[src/hw/rtl/lfk_pkg.sv]
// Package for the leg forward kinematics block: widths, CORDIC constants,
// arctangent table and register address codes. No dependencies.
`default_nettype none
package lfk_pkg;
  localparam int unsigned AngleBitsDef    = 16;
  localparam int unsigned CordicStagesDef = 16;
  localparam int unsigned MaxStages       = 24;
  localparam int unsigned LenW            = 12;
  localparam int unsigned InAngW          = 16;
  localparam int unsigned OutW            = 15;
  localparam int unsigned PhW             = 33;
  localparam int unsigned CsW             = 33;
  localparam logic signed [CsW-1:0] CordicGain = 33'sd652032874;

  typedef enum logic [1:0] {
    REG_COXA  = 2'd0,
    REG_FEMUR = 2'd1,
    REG_TIBIA = 2'd2,
    REG_NONE  = 2'd3
  } reg_idx_e;

  function automatic logic signed [PhW-1:0] atan_lut(input int unsigned i);
    logic signed [PhW-1:0] r;
    begin
      unique case (i)
        0: r = 33'sd536870912;  1: r = 33'sd316933406;  2: r = 33'sd167458907;
        3: r = 33'sd85004756;   4: r = 33'sd42667331;   5: r = 33'sd21354465;
        6: r = 33'sd10679838;   7: r = 33'sd5340245;    8: r = 33'sd2670163;
        9: r = 33'sd1335087;    10: r = 33'sd667544;    11: r = 33'sd333772;
        12: r = 33'sd166886;    13: r = 33'sd83443;     14: r = 33'sd41722;
        15: r = 33'sd20861;     16: r = 33'sd10430;     17: r = 33'sd5215;
        18: r = 33'sd2608;      19: r = 33'sd1304;      20: r = 33'sd652;
        21: r = 33'sd326;       22: r = 33'sd163;       23: r = 33'sd81;
        default: r = '0;
      endcase
      return r;
    end
  endfunction
endpackage
`default_nettype wire

[src/hw/rtl/lfk_cordic_cell.sv]
// One CORDIC rotation cell: rotates x/y by the stage angle, registered.
// Depends on lfk_pkg.
`default_nettype none
module lfk_cordic_cell
  import lfk_pkg::*;
#(
  parameter int unsigned Stage = 0
) (
  input  wire logic                  clk_i,
  input  wire logic                  en_i,
  input  wire logic signed [CsW-1:0] x_i,
  input  wire logic signed [CsW-1:0] y_i,
  input  wire logic signed [PhW-1:0] z_i,
  input  wire logic                  neg_i,
  output logic signed [CsW-1:0]      x_o,
  output logic signed [CsW-1:0]      y_o,
  output logic signed [PhW-1:0]      z_o,
  output logic                       neg_o
);
  logic signed [CsW-1:0] xs, ys;
  assign xs = x_i >>> Stage;
  assign ys = y_i >>> Stage;

  always_ff @(posedge clk_i) begin
    if (en_i) begin
      neg_o <= neg_i;
      if (!z_i[PhW-1]) begin
        x_o <= x_i - ys;
        y_o <= y_i + xs;
        z_o <= z_i - atan_lut(Stage);
      end else begin
        x_o <= x_i + ys;
        y_o <= y_i - xs;
        z_o <= z_i + atan_lut(Stage);
      end
    end
  end
endmodule
`default_nettype wire

[src/hw/rtl/lfk_cordic_chain.sv]
// Chain of CORDIC cells giving cosine and sine in Q30 of a binary angle.
// Depends on lfk_pkg and lfk_cordic_cell.
`default_nettype none
module lfk_cordic_chain
  import lfk_pkg::*;
#(
  parameter int unsigned AngleBits    = AngleBitsDef,
  parameter int unsigned CordicStages = CordicStagesDef
) (
  input  wire logic                 clk_i,
  input  wire logic                 en_i,
  input  wire logic [AngleBits-1:0] ang_i,
  output logic signed [CsW-1:0]     cos_o,
  output logic signed [CsW-1:0]     sin_o
);
  logic signed [CsW-1:0] xs [CordicStages+1];
  logic signed [CsW-1:0] ys [CordicStages+1];
  logic signed [PhW-1:0] zs [CordicStages+1];
  logic                  ns [CordicStages+1];
  logic [31:0] ph, phr;
  logic        flip;

  assign ph    = {ang_i, {(32-AngleBits){1'b0}}};
  assign flip  = ph[31] ^ ph[30];
  assign phr   = flip ? (ph + 32'h8000_0000) : ph;
  assign xs[0] = CordicGain;
  assign ys[0] = '0;
  assign zs[0] = {phr[31], phr};
  assign ns[0] = flip;

  for (genvar g = 0; g < CordicStages; g++) begin : g_cell
    lfk_cordic_cell #(.Stage(g)) u_cell (
      .clk_i(clk_i), .en_i(en_i),
      .x_i(xs[g]), .y_i(ys[g]), .z_i(zs[g]), .neg_i(ns[g]),
      .x_o(xs[g+1]), .y_o(ys[g+1]), .z_o(zs[g+1]), .neg_o(ns[g+1])
    );
  end

  always_ff @(posedge clk_i) begin
    if (en_i) begin
      cos_o <= ns[CordicStages] ? -xs[CordicStages] : xs[CordicStages];
      sin_o <= ns[CordicStages] ? -ys[CordicStages] : ys[CordicStages];
    end
  end
endmodule
`default_nettype wire

[config.mk]
export PLATFORM = sky130hd
export DESIGN_NAME = lfk_cordic_chain
export DESIGN_NICKNAME = d
export VERILOG_FILES = /design/src/hw/rtl/lfk_pkg.sv /design/src/hw/rtl/lfk_cordic_cell.sv /design/src/hw/rtl/lfk_cordic_chain.sv
export SDC_FILE = /design/constraint.sdc
export NUM_CORES = 2
export LEC_CHECK = 0
export CAP_MARGIN = 20
export CORE_AREA = 5 5 460 462
export CTS_CLUSTER_SIZE = 10
export DETAILED_ROUTE_END_ITERATION = 8
export DIE_AREA = 0 0 465 467
export DONT_BUFFER_PORTS = 1
export PLACE_DENSITY = 0.73
export SLEW_MARGIN = 20
export SYNTH_ARGS = -nofsm -noshare
export SYNTH_HDL_FRONTEND = slang
export SYNTH_SLANG_ARGS = --single-unit
[constraint.sdc]
create_clock -name clk_i -period 5.32 [get_ports clk_i]
set_input_delay 0.532 -clock clk_i [delete_from_list [all_inputs] [get_ports clk_i]]
set_output_delay 0.532 -clock clk_i [all_outputs]
set_load 0.005 [all_outputs]
==> results.yml <==
run_status:
  outcome: "complete, no violations"
yosys:
  synth_common_cells: "edfxtp_1 (1471), ha_1 (1350), a21oi_1 (1346), xnor2_1 (1216), nor2_1 (1077)"
  synthArstFlopShare_pct: 0
  ys.flop_type: "edfxtp_1"
  netlist_instances: 12200
  syn-cell-area_sq_mm: 0.119
  synth_largest_area_cell: "edfxtp_1"
  synthTopCellsByArea: "edfxtp_1 (37%), ha_1 (14%), xnor2_1 (8.9%), a21oi_1 (5.7%), xor2_1 (4.6%)"
  synth-edff-count: 1471
  synth_warnings: 0
  synth_fp_nets: 13600
  synth_seq_cells: 1471
  synthDominantCellAreaShare_pct: 37.1
  synth_most_common_cell: "edfxtp_1"
  avgSynthCellArea_sq_um: 9.79
  synth.distinct_cells: 94
  yosysSeqAreaShare_pct: 37.1
setup_path:
  rr_worst_depth: 15
  crit_slowest_cell: "nor4_1"
  criticalPathCategory: "reg -> reg"
  critPathLaunchType: "register"
  cp_slowest_stage_delay_ns: 0.71
  cp_data_arrival_time_ns: 5.60
  critPathMaxFanout: 4
  r2r_end: "g_cell[14].u_cell.x_o[29]$_DFFE_PP_"
  worstPathCellList: "nor4_1 > a21oi_1 > xor2_1 > ha_1 > o21a_1 > o21ai_1 > a221oi_1 > a2111oi_2 > o31ai_1 > a21oi_1 > o31ai_1 > a2111oi_0 > o21bai_1 > a21oi_1 > xnor2_1"
  path_common_cell: "a21oi_1"
  end_kind: "register"
  cp.required_ns: 5.87
  r2r_setup_slack_ns: 0.28
  r2r-start: "g_cell[13].u_cell.y_o[17]$_DFFE_PP_"
timing:
  period_share_pct: 94.8
  fin_worst_skew_ns: 0.0279
  slew_headroom_pct: 35.6
  setup_viol: 0
  tightest_slew_ns: 0.956
  clock.fmax_mhz: 198
  drv_slew: 0
  hold_viol_final: 0
  finalCriticalPeriod_ns: 5.04
placed_design:
  port_buffers: 0
  hpwl_microns: 237000
  dp_cells: 14800
  place_congestion: 0.959
global_route:
  antenna_found_initial: 7
  grt_first_pass_wirelength_microns: 480000
  grt_max_degree: 257
  grt_use_met3_pct: 3.65
  grt_use_met2_pct: 47.7
  met1_usage_pct: 34.1
  grt-ovfl-total: 0
  grt.total_usage_pct: 27.1
  grt_pass1_vias: 90100
  busiest_layer: "met2"
layout:
  nFillCells: 16800
  finish.utilization_pct: 62.3
  drive_gt1_share_pct: 4.14
  seq_area_sq_mm: 0.0442
  layout.nets: 13800
  area_delta_synth_final_pct: 7.99
  layoutNonFillerInstCount: 15100
  multiInputGateArea_sq_mm: 0.0726
clock_tree:
  htree_levels: 4
  root_buffer: "clkbuf_16"
  clockBufferDepth: 3
  tritoncts: "built"
  cts_num_sinks: 1471
  clk_pin_slew_ns: 0.05
  post_cts_buffers: 0
  cts-buffers-inserted: 179
  worstSkewPairLatency_ns: 0.82
floorplanning:
  core_area_sq_mm: 0.207
  die_x_microns: 465
  dieArea_sq_mm: 0.217
  io_pins: 84
  initial_utilization_pct: 57.7
  num_rows: 167
  die_height_microns: 467
min_path:
  min_path_cells: 1
  hp-class: "in -> reg"
  worstHoldEndpoint: "g_cell[4].u_cell.y_o[28]$_DFFE_PP_"
  hp-start: "en_i"
routing:
  drtAntennaViolNets: 0
  vias_per_cell: 6.13
  dr.pass1.iters: 6
  wire_per_inst_microns: 20.0
  num_vias: 92800
  wl_microns: 303000
  route.detailed.drc: 0
  first_iter_violations: 6935
flow_run:
  cap_violations: 0
==> cell usage in the layout (no fill, tap or decap), types with 159 or more instances in the layout <==
master and n:
a21o_1 586, a21oi_1 1346, clkbuf_16 183, edfxtp_1 1471, ha_1 1350, inv_1 507, nand2_1 592, nand2b_1 181
nand3_1 172, nor2_1 1076, nor2b_1 159, nor3_1 342, o21a_1 173, o21ai_0 497, o21bai_1 182, xnor2_1 1215
xor2_1 621
==> layout make-up <==
| cell class | count | area share (%) |
|---|---|---|
| antenna | 2 | 0.00389 |
| clock buffer | 215 | 3.65 |
| clock inverter | 50 | 0.332 |
| inverter | 510 | 1.49 |
| multi-input combinational | 10000 | 56.4 |
| sequential | 1471 | 34.3 |
| tap | 2704 | 2.63 |
| timing repair buffer | 160 | 1.19 |
==> critical path, delay by kind of cell (launching register included) <==
kind	cells	cell delay, ns
compound gates	11	3.01
xor+xnor	2	0.28
fa+ha+maj	1	0.35
flops	1	0.46
simple gates	1	0.71
==> through the flow <==
stage / area (sq um) / setup slack (ns) / setup TNS (ns) / hold WS, ns
global route: 129000 / -0.00886 / -0.00886 / 0.110
global placement: 123000 / 0.215 / 0 / 0.403
detailed placement: 123000 / 0.0827 / 0 / 0.405
CTS: 129000 / 0.00723 / 0 / 0.209
floorplan: 119000 / 0.769 / 0 / 0.400
finish: 129000 / 0.275 / 0 / 0.148
==> kinds of logic (layout without fill, tap and decap cells) <==
logic type / count (synthesis) / after routing / synth area share (%)
DFF: 1471 / 1471 / 37.1
other: 1 / 3 / 0.00315
adders and majority gates: 1392 / 1392 / 14.9
and+or+nand+nor: 3121 / 3121 / 12.6
AOI/OAI and AO/OA: 3558 / 3558 / 18.8
buffers and inverters: 676 / 935 / 2.13
muxes: 116 / 116 / 1.04
xor gates and xnor gates: 1837 / 1837 / 13.5
==> routing by layer <==
metal	wire, microns	share of wire [%]	vias to the layer above
met5	12	0.0040	-
met4	12600	4.2	2
met3	16000	5.3	642
met2	147000	48	2648
met1	128000	42	44100
li1	-	-	45400
==> sequential cells by signal, summed over array words and instances (netlist names) <==
signal and count:
sin_o 33, g_cell.u_cell.x_o 474, cos_o 33, g_cell.u_cell.neg_o 16, g_cell.u_cell.y_o 496, g_cell.u_cell.z_o 419
==> how the worst max path moves through the flow <==
stage | startpoint | to | slack, ns | cells after the start
after floorplan | g_cell[1].u_cell.z_o[32]$_DFFE_PP_ | g_cell[2].u_cell.y_o[29]$_DFFE_PP_ | 0.77 | 16
after global placement | g_cell[6].u_cell.x_o[7]$_DFFE_PP_ | g_cell[7].u_cell.y_o[31]$_DFFE_PP_ | 0.21 | 17
after detailed placement | g_cell[6].u_cell.x_o[7]$_DFFE_PP_ | g_cell[7].u_cell.y_o[31]$_DFFE_PP_ | 0.08 | 17
after CTS | g_cell[6].u_cell.x_o[7]$_DFFE_PP_ | g_cell[7].u_cell.y_o[31]$_DFFE_PP_ | 0.007 | 17
after global routing | g_cell[3].u_cell.y_o[10]$_DFFE_PP_ | g_cell[4].u_cell.x_o[31]$_DFFE_PP_ | -0.009 | 19
final | g_cell[13].u_cell.y_o[17]$_DFFE_PP_ | g_cell[14].u_cell.x_o[29]$_DFFE_PP_ | 0.28 | 15
==> repair_timing <==
action                                  CTS  global route
resized for setup                         0            21
hold buffers                             17             0
endpoints found under the setup margin    0            24
endpoints found under the hold margin    22             0
Power is not shown: default switching activity piles up to over one toggle a cycle in this logic, so the estimate is an artifact.
